[config.mk]
export PLATFORM = sky130hd
export DESIGN_NAME = sensor_frame_deframer_unit
export DESIGN_NICKNAME = d
export VERILOG_FILES = /design/src/sv/sfd_pkg.sv /design/src/sv/sfd_ram.sv /design/src/sv/sfd_front.sv /design/src/sv/sfd_job_queue.sv /design/src/sv/sfd_drain.sv /design/src/sv/sensor_frame_deframer_unit.sv
export SDC_FILE = /design/constraint.sdc
export NUM_CORES = 2
export LEC_CHECK = 0
export ABC_CLOCK_PERIOD_IN_PS = 8650
export BUFFER_PORTS_ARGS = -buffer_cell sky130_fd_sc_hd__buf_2
export CAP_MARGIN = 20
export CORE_ASPECT_RATIO = 0.75
export CORE_MARGIN = 3
export CORE_UTILIZATION = 63
export CTS_CLUSTER_SIZE = 20
export DETAILED_ROUTE_END_ITERATION = 10
export MAX_ROUTING_LAYER = met4
export PLACE_DENSITY = 0.79
export SYNTH_ARGS = -nofsm -noshare
export SYNTH_HDL_FRONTEND = slang
export SYNTH_SLANG_ARGS = --single-unit
[constraint.sdc]
create_clock -name clk -period 8.65 [get_ports clk]
set_input_delay 0.4325 -clock clk [delete_from_list [all_inputs] [get_ports clk]]
set_output_delay 0.4325 -clock clk [all_outputs]
set_load 0.05 [all_outputs]
[src/sv/sfd_pkg.sv]
// ---------------------------------------------------------------------------
// sfd_pkg: shared definitions of the sensor frame deframer
// Frame geometry, byte codes, and the types passed between the front end,
// the job queue and the drain engine.
// ---------------------------------------------------------------------------
`default_nettype none

package sfd_pkg;

  // Number of range readings in a range frame.
  localparam int RANGE_COUNT = 25;

  // Words per frame kind (range frame: scan time plus readings).
  localparam int STORE_DEPTH = RANGE_COUNT + 1;
  localparam int ENC_WORDS   = 2;

  // Word index inside one bank, and RAM address (bank bit on top).
  localparam int IDX_W     = $clog2(STORE_DEPTH);
  localparam int RAM_AW    = IDX_W + 1;
  localparam int RAM_DEPTH = 2 ** RAM_AW;

  // Byte position within a frame; the end byte sits at 4 * words + 7.
  localparam int POS_W   = 8;
  localparam int ENC_END = 4 * ENC_WORDS + 7;
  localparam int RNG_END = 4 * STORE_DEPTH + 7;

  // Width of the word index output field.
  localparam int WIDX_W = 5;

  // Byte codes on the serial link.
  localparam logic [7:0] HDR_BYTE     = 8'd13;
  localparam logic [7:0] HDR_ZERO     = 8'd0;
  localparam logic [7:0] TYPE_ENCODER = 8'd1;
  localparam logic [7:0] TYPE_RANGE   = 8'd2;
  localparam logic [7:0] END_BYTE     = 8'd10;

  // Frame kind codes as reported on the output.
  localparam logic KIND_ENCODER = 1'b0;
  localparam logic KIND_RANGE   = 1'b1;

  // One accepted frame waiting to be drained.
  typedef struct packed {
    logic kind;
    logic bank;
  } job_t;

  // Write request from the front end into the word store.
  typedef struct packed {
    logic              en;
    logic [RAM_AW-1:0] addr;
    logic [31:0]       data;
  } ram_wr_t;

endpackage

`default_nettype wire

[src/sv/sfd_ram.sv]
// ---------------------------------------------------------------------------
// sfd_ram: generic single-write, single-read RAM
// One write port and one read port with registered read data.
// ---------------------------------------------------------------------------
`default_nettype none

module sfd_ram #(
  parameter int WIDTH = 32,
  parameter int DEPTH = 64
) (
  input  wire logic                     clk,
  input  wire logic                     wr_en,
  input  wire logic [$clog2(DEPTH)-1:0] wr_addr,
  input  wire logic [WIDTH-1:0]         wr_data,
  input  wire logic                     rd_en,
  input  wire logic [$clog2(DEPTH)-1:0] rd_addr,
  output logic      [WIDTH-1:0]         rd_data
);

  logic [WIDTH-1:0] mem_r [DEPTH];
  logic [WIDTH-1:0] rd_data_r;

  always_ff @(posedge clk) begin
    if (wr_en) begin
      mem_r[wr_addr] <= wr_data;
    end
    if (rd_en) begin
      rd_data_r <= mem_r[rd_addr];
    end
  end

  assign rd_data = rd_data_r;

endmodule

`default_nettype wire

[src/sv/sfd_front.sv]
// ---------------------------------------------------------------------------
// sfd_front: header hunt and word assembly
// Accepts bytes, finds frame headers, packs payload words into the store
// and posts a job for every frame whose end byte checks out.
// ---------------------------------------------------------------------------
`default_nettype none

module sfd_front
  import sfd_pkg::*;
(
  input  wire logic       clk,
  input  wire logic       rst_n,
  input  wire logic       in_valid,
  output logic            in_ready,
  input  wire logic [7:0] in_rx_byte,
  input  wire logic       q_full,
  output logic            q_push,
  output job_t            q_job,
  output ram_wr_t         ram_wr
);

  typedef enum logic [3:0] {
    HUNT_FIRST  = 4'b0001,
    HUNT_SECOND = 4'b0010,
    HUNT_ZERO   = 4'b0100,
    HUNT_TYPE   = 4'b1000
  } hunt_t;

  localparam logic [POS_W-1:0] ENC_END_P = POS_W'(ENC_END);
  localparam logic [POS_W-1:0] RNG_END_P = POS_W'(RNG_END);
  localparam logic [POS_W-1:0] FIRST_P   = POS_W'(4);
  localparam logic [POS_W-1:0] TYPE_P    = POS_W'(3);

  hunt_t             hunt_r, hunt_nxt;
  logic              in_frame_r, in_frame_nxt;
  logic              kind_r, kind_nxt;
  logic              bank_r, bank_nxt;
  logic [POS_W-1:0]  pos_r, pos_nxt;
  logic [23:0]       asm_r, asm_nxt;

  logic              accept;
  logic [POS_W-1:0]  pos_inc;
  logic [POS_W-1:0]  end_pos;
  logic [POS_W-1:0]  pos_off;
  logic [1:0]        lane;
  logic [IDX_W-1:0]  idx;

  assign in_ready = !q_full;
  assign accept   = in_valid && in_ready;
  assign pos_inc  = pos_r + 1'b1;
  assign end_pos  = (kind_r == KIND_RANGE) ? RNG_END_P : ENC_END_P;
  assign pos_off  = pos_inc - FIRST_P;
  assign lane     = pos_off[1:0];
  assign idx      = pos_off[IDX_W+1:2];

  always_comb begin
    hunt_nxt     = hunt_r;
    in_frame_nxt = in_frame_r;
    kind_nxt     = kind_r;
    bank_nxt     = bank_r;
    pos_nxt      = pos_r;
    asm_nxt      = asm_r;
    q_push       = 1'b0;
    q_job        = '{kind: kind_r, bank: bank_r};
    ram_wr       = '{en: 1'b0, addr: {bank_r, idx}, data: {in_rx_byte, asm_r}};

    if (accept) begin
      if (!in_frame_r) begin
        case (hunt_r)
          HUNT_FIRST: begin
            if (in_rx_byte == HDR_BYTE) hunt_nxt = HUNT_SECOND;
          end
          HUNT_SECOND: begin
            hunt_nxt = (in_rx_byte == HDR_BYTE) ? HUNT_ZERO : HUNT_FIRST;
          end
          HUNT_ZERO: begin
            hunt_nxt = (in_rx_byte == HDR_ZERO) ? HUNT_TYPE : HUNT_FIRST;
          end
          HUNT_TYPE: begin
            if (in_rx_byte == TYPE_ENCODER || in_rx_byte == TYPE_RANGE) begin
              in_frame_nxt = 1'b1;
              kind_nxt     = (in_rx_byte == TYPE_RANGE) ? KIND_RANGE : KIND_ENCODER;
              pos_nxt      = TYPE_P;
              asm_nxt      = '0;
            end
            hunt_nxt = HUNT_FIRST;
          end
          default: begin
            hunt_nxt = HUNT_FIRST;
          end
        endcase
      end else begin
        pos_nxt = pos_inc;
        if (pos_inc >= end_pos) begin
          // End byte: the frame is posted only if it carries the end marker.
          in_frame_nxt = 1'b0;
          hunt_nxt     = HUNT_FIRST;
          pos_nxt      = '0;
          if (in_rx_byte == END_BYTE) begin
            q_push   = 1'b1;
            bank_nxt = !bank_r;
          end
        end else if (pos_inc >= FIRST_P && pos_inc < end_pos - POS_W'(3)) begin
          case (lane)
            2'd0:    asm_nxt = {16'd0, in_rx_byte};
            2'd1:    asm_nxt = asm_r | {8'd0, in_rx_byte, 8'd0};
            2'd2:    asm_nxt = asm_r | {in_rx_byte, 16'd0};
            default: ram_wr.en = 1'b1;
          endcase
        end
      end
    end
  end

  always_ff @(posedge clk) begin
    if (!rst_n) begin
      hunt_r     <= HUNT_FIRST;
      in_frame_r <= 1'b0;
      kind_r     <= KIND_ENCODER;
      bank_r     <= 1'b0;
      pos_r      <= '0;
      asm_r      <= '0;
    end else begin
      hunt_r     <= hunt_nxt;
      in_frame_r <= in_frame_nxt;
      kind_r     <= kind_nxt;
      bank_r     <= bank_nxt;
      pos_r      <= pos_nxt;
      asm_r      <= asm_nxt;
    end
  end

endmodule

`default_nettype wire

[src/sv/sfd_job_queue.sv]
// ---------------------------------------------------------------------------
// sfd_job_queue: two-entry queue of accepted frames
// The head entry stays until the drain engine has moved its last word into
// the output register, so a full queue means both store banks are still in use.
// ---------------------------------------------------------------------------
`default_nettype none

module sfd_job_queue
  import sfd_pkg::*;
(
  input  wire logic clk,
  input  wire logic rst_n,
  input  wire logic push,
  input  job_t      push_job,
  output logic      full,
  output logic      head_valid,
  output job_t      head_job,
  input  wire logic pop
);

  job_t       slot_r [2];
  logic       wr_ptr_r, rd_ptr_r;
  logic [1:0] count_r;

  assign full       = (count_r == 2'd2);
  assign head_valid = (count_r != 2'd0);
  assign head_job   = slot_r[rd_ptr_r];

  always_ff @(posedge clk) begin
    if (push) begin
      slot_r[wr_ptr_r] <= push_job;
    end
  end

  always_ff @(posedge clk) begin
    if (!rst_n) begin
      wr_ptr_r <= 1'b0;
      rd_ptr_r <= 1'b0;
      count_r  <= 2'd0;
    end else begin
      if (push) wr_ptr_r <= !wr_ptr_r;
      if (pop)  rd_ptr_r <= !rd_ptr_r;
      case ({push, pop})
        2'b10:   count_r <= count_r + 2'd1;
        2'b01:   count_r <= count_r - 2'd1;
        default: count_r <= count_r;
      endcase
    end
  end

endmodule

`default_nettype wire

[src/sv/sfd_drain.sv]
// ---------------------------------------------------------------------------
// sfd_drain: word drain engine
// Reads the words of the head frame out of the store one by one and hands
// them to the output register.
// ---------------------------------------------------------------------------
`default_nettype none

module sfd_drain
  import sfd_pkg::*;
(
  input  wire logic               clk,
  input  wire logic               rst_n,
  input  wire logic               q_valid,
  input  job_t                    q_head,
  output logic                    q_pop,
  output logic                    rd_en,
  output logic [RAM_AW-1:0]       rd_addr,
  input  wire logic [31:0]        rd_data,
  output logic                    out_valid,
  input  wire logic               out_ready,
  output logic                    out_frame_kind,
  output logic [WIDX_W-1:0]       out_word_index,
  output logic signed [31:0]      out_word_value,
  output logic                    out_last_word
);

  typedef enum logic [2:0] {
    S_IDLE = 3'b001,
    S_READ = 3'b010,
    S_LOAD = 3'b100
  } drain_state_t;

  localparam logic [IDX_W-1:0] ENC_LAST = IDX_W'(ENC_WORDS - 1);
  localparam logic [IDX_W-1:0] RNG_LAST = IDX_W'(STORE_DEPTH - 1);

  drain_state_t       state_r, state_nxt;
  logic [IDX_W-1:0]   k_r, k_nxt;
  logic               ov_r, ov_nxt;
  logic               kind_r;
  logic [WIDX_W-1:0]  idx_r;
  logic [31:0]        val_r;
  logic               last_r;

  logic               is_last;
  logic               slot_free;
  logic               load;

  assign is_last   = (k_r == ((q_head.kind == KIND_RANGE) ? RNG_LAST : ENC_LAST));
  assign slot_free = !ov_r || out_ready;
  assign load      = (state_r == S_LOAD) && slot_free;
  assign rd_en     = (state_r == S_READ);
  assign rd_addr   = {q_head.bank, k_r};
  assign q_pop     = load && is_last;

  always_comb begin
    state_nxt = state_r;
    k_nxt     = k_r;
    ov_nxt    = ov_r && !out_ready;
    case (state_r)
      S_IDLE: begin
        if (q_valid) begin
          k_nxt     = '0;
          state_nxt = S_READ;
        end
      end
      S_READ: begin
        state_nxt = S_LOAD;
      end
      S_LOAD: begin
        if (slot_free) begin
          ov_nxt = 1'b1;
          if (is_last) begin
            state_nxt = S_IDLE;
          end else begin
            k_nxt     = k_r + 1'b1;
            state_nxt = S_READ;
          end
        end
      end
      default: begin
        state_nxt = S_IDLE;
      end
    endcase
  end

  always_ff @(posedge clk) begin
    if (!rst_n) begin
      state_r <= S_IDLE;
      k_r     <= '0;
      ov_r    <= 1'b0;
    end else begin
      state_r <= state_nxt;
      k_r     <= k_nxt;
      ov_r    <= ov_nxt;
    end
  end

  always_ff @(posedge clk) begin
    if (load) begin
      kind_r <= q_head.kind;
      idx_r  <= WIDX_W'(k_r);
      val_r  <= rd_data;
      last_r <= is_last;
    end
  end

  assign out_valid      = ov_r;
  assign out_frame_kind = kind_r;
  assign out_word_index = idx_r;
  assign out_word_value = signed'(val_r);
  assign out_last_word  = last_r;

endmodule

`default_nettype wire

[src/sv/sensor_frame_deframer_unit.sv]
// ---------------------------------------------------------------------------
// sensor_frame_deframer_unit: serial deframer for encoder and range frames
// Hunts for frame headers in a received byte stream and emits the payload
// words of every frame that ends with a valid end marker.
// ---------------------------------------------------------------------------
// Usage notes.
// The input channel (in_valid, in_ready, in_rx_byte) takes one received byte
// per transfer. The block looks for the header 13, 13, 0 and a type byte: type 1
// opens an encoder frame of 16 bytes, type 2 a range frame of 112 bytes.
// Bytes from position 4 onward form little-endian signed 32-bit words.
// When the end byte of a frame equals 10, the output channel (out_valid,
// out_ready and the out_ fields) delivers every word of that frame in order,
// with out_last_word set on the final one. Any other end byte drops the frame.
// Bytes may arrive back to back while in_ready is high. After the end byte
// of a frame is taken, the drain engine reads each word through the
// registered store read and then loads it into the output register; it
// fetches the next word only once the current one is loaded.
// Two finished frames can wait for draining in separate store banks; only
// when both banks are held does in_ready drop, until the last word of the
// older one has moved into the output register.
// A stall by the receiver holds the current word in the output register.
// Reset (rst_n low, synchronous) empties the queue, drops any partial frame
// and restarts the header hunt; the word store itself is not cleared.
// ---------------------------------------------------------------------------
`default_nettype none

module sensor_frame_deframer_unit
  import sfd_pkg::*;
(
  input  wire logic              clk,
  input  wire logic              rst_n,
  input  wire logic              in_valid,
  output logic                   in_ready,
  input  wire logic [7:0]        in_rx_byte,
  output logic                   out_valid,
  input  wire logic              out_ready,
  output logic                   out_frame_kind,
  output logic [WIDX_W-1:0]      out_word_index,
  output logic signed [31:0]     out_word_value,
  output logic                   out_last_word
);

  // Front end to queue and store.
  logic    q_push;
  job_t    q_job;
  logic    q_full;
  ram_wr_t ram_wr;

  // Queue head to the drain engine.
  logic    q_valid;
  job_t    q_head;
  logic    q_pop;

  // Store read port.
  logic              rd_en;
  logic [RAM_AW-1:0] rd_addr;
  logic [31:0]       rd_data;

  // The front end parses bytes and fills the bank it currently owns.
  sfd_front u_front (
    .clk        (clk),
    .rst_n      (rst_n),
    .in_valid   (in_valid),
    .in_ready   (in_ready),
    .in_rx_byte (in_rx_byte),
    .q_full     (q_full),
    .q_push     (q_push),
    .q_job      (q_job),
    .ram_wr     (ram_wr)
  );

  // Accepted frames wait here; an entry leaves when its last word enters the output register.
  sfd_job_queue u_queue (
    .clk        (clk),
    .rst_n      (rst_n),
    .push       (q_push),
    .push_job   (q_job),
    .full       (q_full),
    .head_valid (q_valid),
    .head_job   (q_head),
    .pop        (q_pop)
  );

  // Word store: two banks of frame words, bank select on the top address bit.
  sfd_ram #(
    .WIDTH (32),
    .DEPTH (RAM_DEPTH)
  ) u_store (
    .clk     (clk),
    .wr_en   (ram_wr.en),
    .wr_addr (ram_wr.addr),
    .wr_data (ram_wr.data),
    .rd_en   (rd_en),
    .rd_addr (rd_addr),
    .rd_data (rd_data)
  );

  // The drain engine walks the head frame and feeds the output register.
  sfd_drain u_drain (
    .clk            (clk),
    .rst_n          (rst_n),
    .q_valid        (q_valid),
    .q_head         (q_head),
    .q_pop          (q_pop),
    .rd_en          (rd_en),
    .rd_addr        (rd_addr),
    .rd_data        (rd_data),
    .out_valid      (out_valid),
    .out_ready      (out_ready),
    .out_frame_kind (out_frame_kind),
    .out_word_index (out_word_index),
    .out_word_value (out_word_value),
    .out_last_word  (out_last_word)
  );

endmodule

`default_nettype wire

=== Word-level counts from Yosys, hierarchy flattened ===
Memories as Yosys holds them, arrays and structs flattened. A register that Yosys moved wholly into a read port is not among the register bits.
Cells that the tools add are included.

* Bits of input ports: 12
* Output and inout port bits: 41
* Word-level logic and storage cells: 132
* RAM bits: 2052
* Bits in registers: 91
* Memories: 2

{| class="wikitable"
|+ Memory list
! memory !! words !! bits a word !! read ports !! clocked after memory_dff !! write ports !! RTL line !! text
|-
| u_store.mem_r || 64 || 32 || 1 || 1 || 1 || sfd_ram.sv:20 || <nowiki>logic [WIDTH-1:0] mem_r [DEPTH];</nowiki>
|-
| u_queue.slot_r || 2 || 2 || 1 || 1 || 1 || sfd_job_queue.sv:21 || <nowiki>job_t slot_r [2];</nowiki>
|}

* Add/subtract/negate cells: 6
* $lt $le $gt $ge: 3
* Muxes and demuxes: 49
* Bitwise gates (word level): 3
* Eq/ne operators: 25
* Reductions and logical operators: 28

{| class="wikitable"
|+ Operators by type and width
! kind !! count
|-
| 24-bit two-way mux || 5
|-
| 24-bit case mux with 3 select lines || 1
|-
| 8-bit two-way mux || 4
|-
| 24-bit by 16-bit bitwise OR with 24-bit output || 1
|-
| 24-bit bitwise OR || 1
|-
| 1-bit two-way mux || 22
|-
| 5-bit two-way mux || 4
|-
| 8-bit by 4-bit == test with 1-bit output (second input constant) || 2
|-
| 4-bit two-way mux || 4
|-
| 4-bit case mux with 3 select lines || 1
|-
| 4-bit AND reduction || 3
|-
| 2-bit != test (second input constant) || 5
|-
| 5-bit case mux with 2 select lines || 1
|-
| 2-bit nonzero test || 5
|-
| 3-bit two-way mux || 3
|-
| 3-bit case mux with 3 select lines || 1
|-
| 8-bit by 1-bit adder with 8-bit output (second input constant) || 1
|-
| 8-bit by 1-bit == test with 1-bit output (second input constant) || 1
|-
| 8-bit by 2-bit == test with 1-bit output (second input constant) || 1
|-
| 8-bit by 3-bit greater-or-equal comparator with 1-bit output (second input constant) || 1
|-
| 8-bit by 7-bit greater-or-equal comparator with 1-bit output || 1
|-
| 8-bit zero test || 1
|-
| 8-bit less-than comparator || 1
|-
| 8-bit by 2-bit subtractor with 8-bit output (second input constant) || 1
|-
| other kinds (29) || 43
|}

=== Depth between registers and ports, before layout ===
* Depth after elaboration: 11
* Mapped depth: 14

=== By module ===
A second synthesis with hierarchy kept.

* Cells, all modules: 3709
* Area, all modules: 83206.1 um^2

{| class="wikitable"
|+ By module, submodules not included
! module !! times used !! sequential area each (um^2) !! cells each !! area an instance (um^2)
|-
| sfd_ram || 1 || 62459.9 || 3324 || 78835.6
|-
| sfd_front || 1 || 780.7 || 261 || 2302.2
|-
| sfd_drain || 1 || 1351.3 || 96 || 1706.6
|-
| sfd_job_queue || 1 || 220.2 || 28 || 361.6
|}

=== Worst setup path before layout ===
OpenSTA, ideal clock, no wires.

* Path kind: register to register
* From: register u_front.pos_r[1]
* To: memory u_store.mem_r[34][0] (enable)
* Library setup time: 501 ps
* Cell stages (with the launch flop): 12
* Period minus slack after synthesis: 6259 ps
* Path slack: 2391 ps
* Arrival time: 5757 ps
* Path buffers: 2
* Cell sequence: dfxtp_1 -> ha_1 -> buf_2 -> xor2_1 -> inv_1 -> ha_1 -> buf_1 -> or2_2 -> a32oi_1 -> xor2_1 -> nand4_1 -> nor4_1

* Word-level cells in the longest chain between the ends: 11
* Elaborated cells between the ends (all ways): 17
* Classes of those cells: add/sub (2); order compare (3); eq/ne (2); mux (7); reduce/logical (3)

{| class="wikitable"
|+ RTL lines
! what !! RTL line !! text
|-
| from (decl) || sfd_front.sv:38 || <nowiki>logic [POS_W-1:0] pos_r, pos_nxt;</nowiki>
|-
| from (signal assigned) || sfd_front.sv:128 || <nowiki>pos_r <= pos_nxt;</nowiki>
|-
| 8-bit by 1-bit adder with 8-bit output * || sfd_front.sv:50 || <nowiki>assign pos_inc = pos_r + 1'b1;</nowiki>
|-
| 7-bit by 3-bit subtractor with 7-bit output || sfd_front.sv:52 || <nowiki>assign pos_off = pos_inc - FIRST_P;</nowiki>
|-
| 2-bit by 1-bit == test with 1-bit output (tied with other cells) || sfd_front.sv:104 || <nowiki>case (lane)</nowiki>
|-
| 3-bit OR reduction (no source line) || -- ||
|-
| 1-bit two-way mux || sfd_front.sv:104 ||
|-
| 1-bit two-way mux || sfd_front.sv:103 || <nowiki>end else if (pos_inc >= FIRST_P && pos_inc < end_pos - POS_W'(3)) begin</nowiki>
|-
| 1-bit two-way mux || sfd_front.sv:94 || <nowiki>if (pos_inc >= end_pos) begin</nowiki>
|-
| 1-bit two-way mux || sfd_front.sv:68 || <nowiki>if (!in_frame_r) begin</nowiki>
|-
| 1-bit two-way mux || sfd_front.sv:67 || <nowiki>if (accept) begin</nowiki>
|-
| 1-bit two-way mux || sfd_ram.sv:24 || <nowiki>if (wr_en) begin</nowiki>
|-
| 1-bit two-way mux (implied by the code) || sfd_ram.sv:25 || <nowiki>mem_r[wr_addr] <= wr_data;</nowiki>
|-
| to (decl) || sfd_ram.sv:20 ||
|}

Mark *: on every way between the ends. The rest lies on a longest branch, timed or not.

=== Final worst setup path ===
* From: register u_front.pos_r[1]
* To: memory u_store.mem_r[38][27] (enable)

The elaborated chain is that of the path after synthesis.

==> out/results.ini <==
[run_status]
outcome = finished clean

[pwr]
power.leakage_uw = 0.02746
irDropWorstVdd_mv = 0.2181
power_density_nw_per_um2 = 215.1

[layout]
layout.nets = 3952
area_delta_synth_final_pct = 10.76
drive_gt1_share_pct = 25.72

[hold_path]
min-delay-path-class = in -> reg

[global_route]
grt_overflow = 0
grt_max_degree = 129
grt_pass1_vias = 40960
grt_pass1_wl_microns = 304000
antenna_found_initial = 10
grt_usage_pct = 32.80

[clocking]
clockRootBuffer = clkbuf_16
insertion_delay_ns = 0.84
cts_tree = done
path_clk_slew_ns = 0.07
cts_resized = 0
clkSinkCount = 2176
cts_hold_buf = 2
postCtsSetupRepairBufs = 0
numCtsBuffers = 191
clk_path_buf_depth = 3
h-tree-depth = 4

[synth]
netlist_area_sq_um = 82750
ys_ff_latch = 2176
synth_ff_type = edfxtp_1
synthTopCellsByCount = 2123 x edfxtp_1, 512 x mux4_2, 320 x a22oi_1, 195 x nand2_1, 140 x clkbuf_1
postSynthAreaPerCell_sq_um = 21.88
synth.top_cells.by_area = edfxtp_1 77%, mux4_2 14%, a22oi_1 2.9%
syn_nets = 3809
ys_warn_count = 0
synth-edff-count = 2123
synth_cells = 3783
synth_mux_area_share_pct = 14.12
post_synth_and_or_nand_nor_area_fraction_pct = 2.288
synth-adder-area-share_pct = 0.2117
ys_types = 62
yosys.cell_count.top_type = edfxtp_1
synth-compound-area-share_pct = 3.669
synth-seq-area-share_pct = 78.32
synth_top_cell_by_area = edfxtp_1
synth_xor_area_share_pct = 0.1724
synthArstFlopShare_pct = 0
synth_top_family_by_area = multiplexers
synthDominantCellAreaShare_pct = 77.04

[drt]
routed_via_density = 7.164
wl_per_cell_microns = 36.25
drc = 0
antenna_left = 0
first_pass_iters = 7
num_vias = 41750
wirelength_microns = 211200
drt_iter0_markers = 7553

[die]
row_count = 114
start_util_pct = 63.83
dieHeight_microns = 319.9
ios = 53
fp.coreArea_sq_um = 129700
dieArea_sq_um = 135800
die_w_microns = 424.5

[sta]
slew_viol_final = 0
fin_ws_ns = 3.511
rsz0062_at_grt = no
setup_viol = 0
period_minus_slack_ns = 5.139
timing.setup.tns_ns = 0
fmax_mhz = 194.6
finalClockSkew_ns = 0.03341
slew_headroom_pct = 22.31
period_share_pct = 59.41
hold_viol = 0
worst_pin_slew_ns = 1.133

[setup_path]
cp-start-kind = register
criticalPathCategory = reg -> reg
cp_data_arrival_time_ns = 5.62
critPathRequiredTime_ns = 9.13
path_max_fanout = 28
crit_path_end_kind = register

[place]
pre_cts_ws_ns = 3.590
portBuffers = 52
place.gp.congestion = 0.9301
hpwlAfterDp_microns = 112000

[job]
maxCapViolCount = 0

logic make-up (layout without fill, tap and decap cells):
group	after synthesis	in the layout
xor+xnor	13	13
fa+ha+maj	14	14
simple gates	403	403
buf+inv	244	544
flops	2176	2176
compound gates	406	406
other cells	0	4
mux	527	527
flip-flops by register name, indices dropped and copies added (netlist names), named ones only:
name and flops:
u_drain.out_word_index 5, u_drain.k_r 5, u_queue.slot_r 4, u_queue.rd_ptr_r 1
u_drain.out_frame_kind 1, u_queue.wr_ptr_r 1, u_drain.state_r 3, u_drain.out_word_value 32
u_front.pos_r 8, u_store.rd_data 32, u_front.asm_r 24, u_front.bank_r 1
u_front.kind_r 1, u_front.hunt_r 4, u_drain.out_last_word 1, u_front.in_frame_r 1
u_queue.count_r 2, u_drain.out_valid 1, u_store.mem_r 2048
report_power, final:
part           switching [uW]  internal, uW  leakage (uW)
logic                    63.6          6.54       0.00498
registers              0.0845         11400        0.0196
clock network            3780          4450       0.00286
placed cells by master (no fill, tap or decap), drive strengths merged, types with 13 or more instances in the layout:
master / count
a22oi: 320
nor2: 29
clkinv: 79
mux4: 512
inv: 31
clkbuf: 242
ha: 14
nand3: 16
mux2i: 15
nor2b: 13
nor3: 80
a21oi: 16
dfxtp: 53
buf: 172
a31oi: 20
and3: 23
edfxtp: 2123
nand2: 196
per-layer routing:
layer	global-route usage, %	up-vias	routed length [microns]
met4	11.70	0	8206
li1	-	16330	-
met5	-	-	0
met1	46.38	21810	76140
met2	47.46	3227	99260
met3	8.330	373	27610
final timing paths:
path | endpoint | slack [ns] | cells past startpoint | startpoint
min reg2reg | u_drain.out_word_value[3] | 0.41 | 0 | u_store.rd_data[3]
min | u_front.pos_r[1] | 0.13 | 3 | in_valid
max reg2reg | u_store.mem_r[38][27] | 3.51 | 9 | u_front.pos_r[1]
max | u_store.mem_r[38][27] | 3.51 | 9 | u_front.pos_r[1]
per-stage QoR:
step           hold slack, ns  power [uW]  instance area (sq um)  util (%)  std cells
6_report               0.1309       19720                  91660     70.70       5827
2_1_floorplan          0.4003       11660                  82750         -       3783
3_3_place_gp           0.4054       11710                  85690     66.09       5469
3_5_place_dp           0.4045       11720                  85710     66.11       5470
5_1_grt                0.1278       20190                  91660     70.69       5826
4_1_cts               0.06005       19790                  91640     70.68       5822
final cells by class:
class	instances	area, sq um
well taps	1740	2177
fillers	7211	38000
diodes	4	10.01
inverters	20	75.07
clock buffers	242	5056
flip-flops and latches	2176	64870
repair buffers	174	1287
clock inverters	108	854.6
multi-input cells	1363	17330
worst max-delay path, stage by stage (launching register included):
cell     delay (ns)
dfxtp_1        0.55
ha_1           0.41
xor2_1         0.38
inv_1          0.14
ha_1           0.32
nand2_1        0.12
a311o_1        0.66
nand4_4        0.76
nor3_2         0.91
buf_4          0.48
Note: power is estimated with default switching activity, not from simulation.
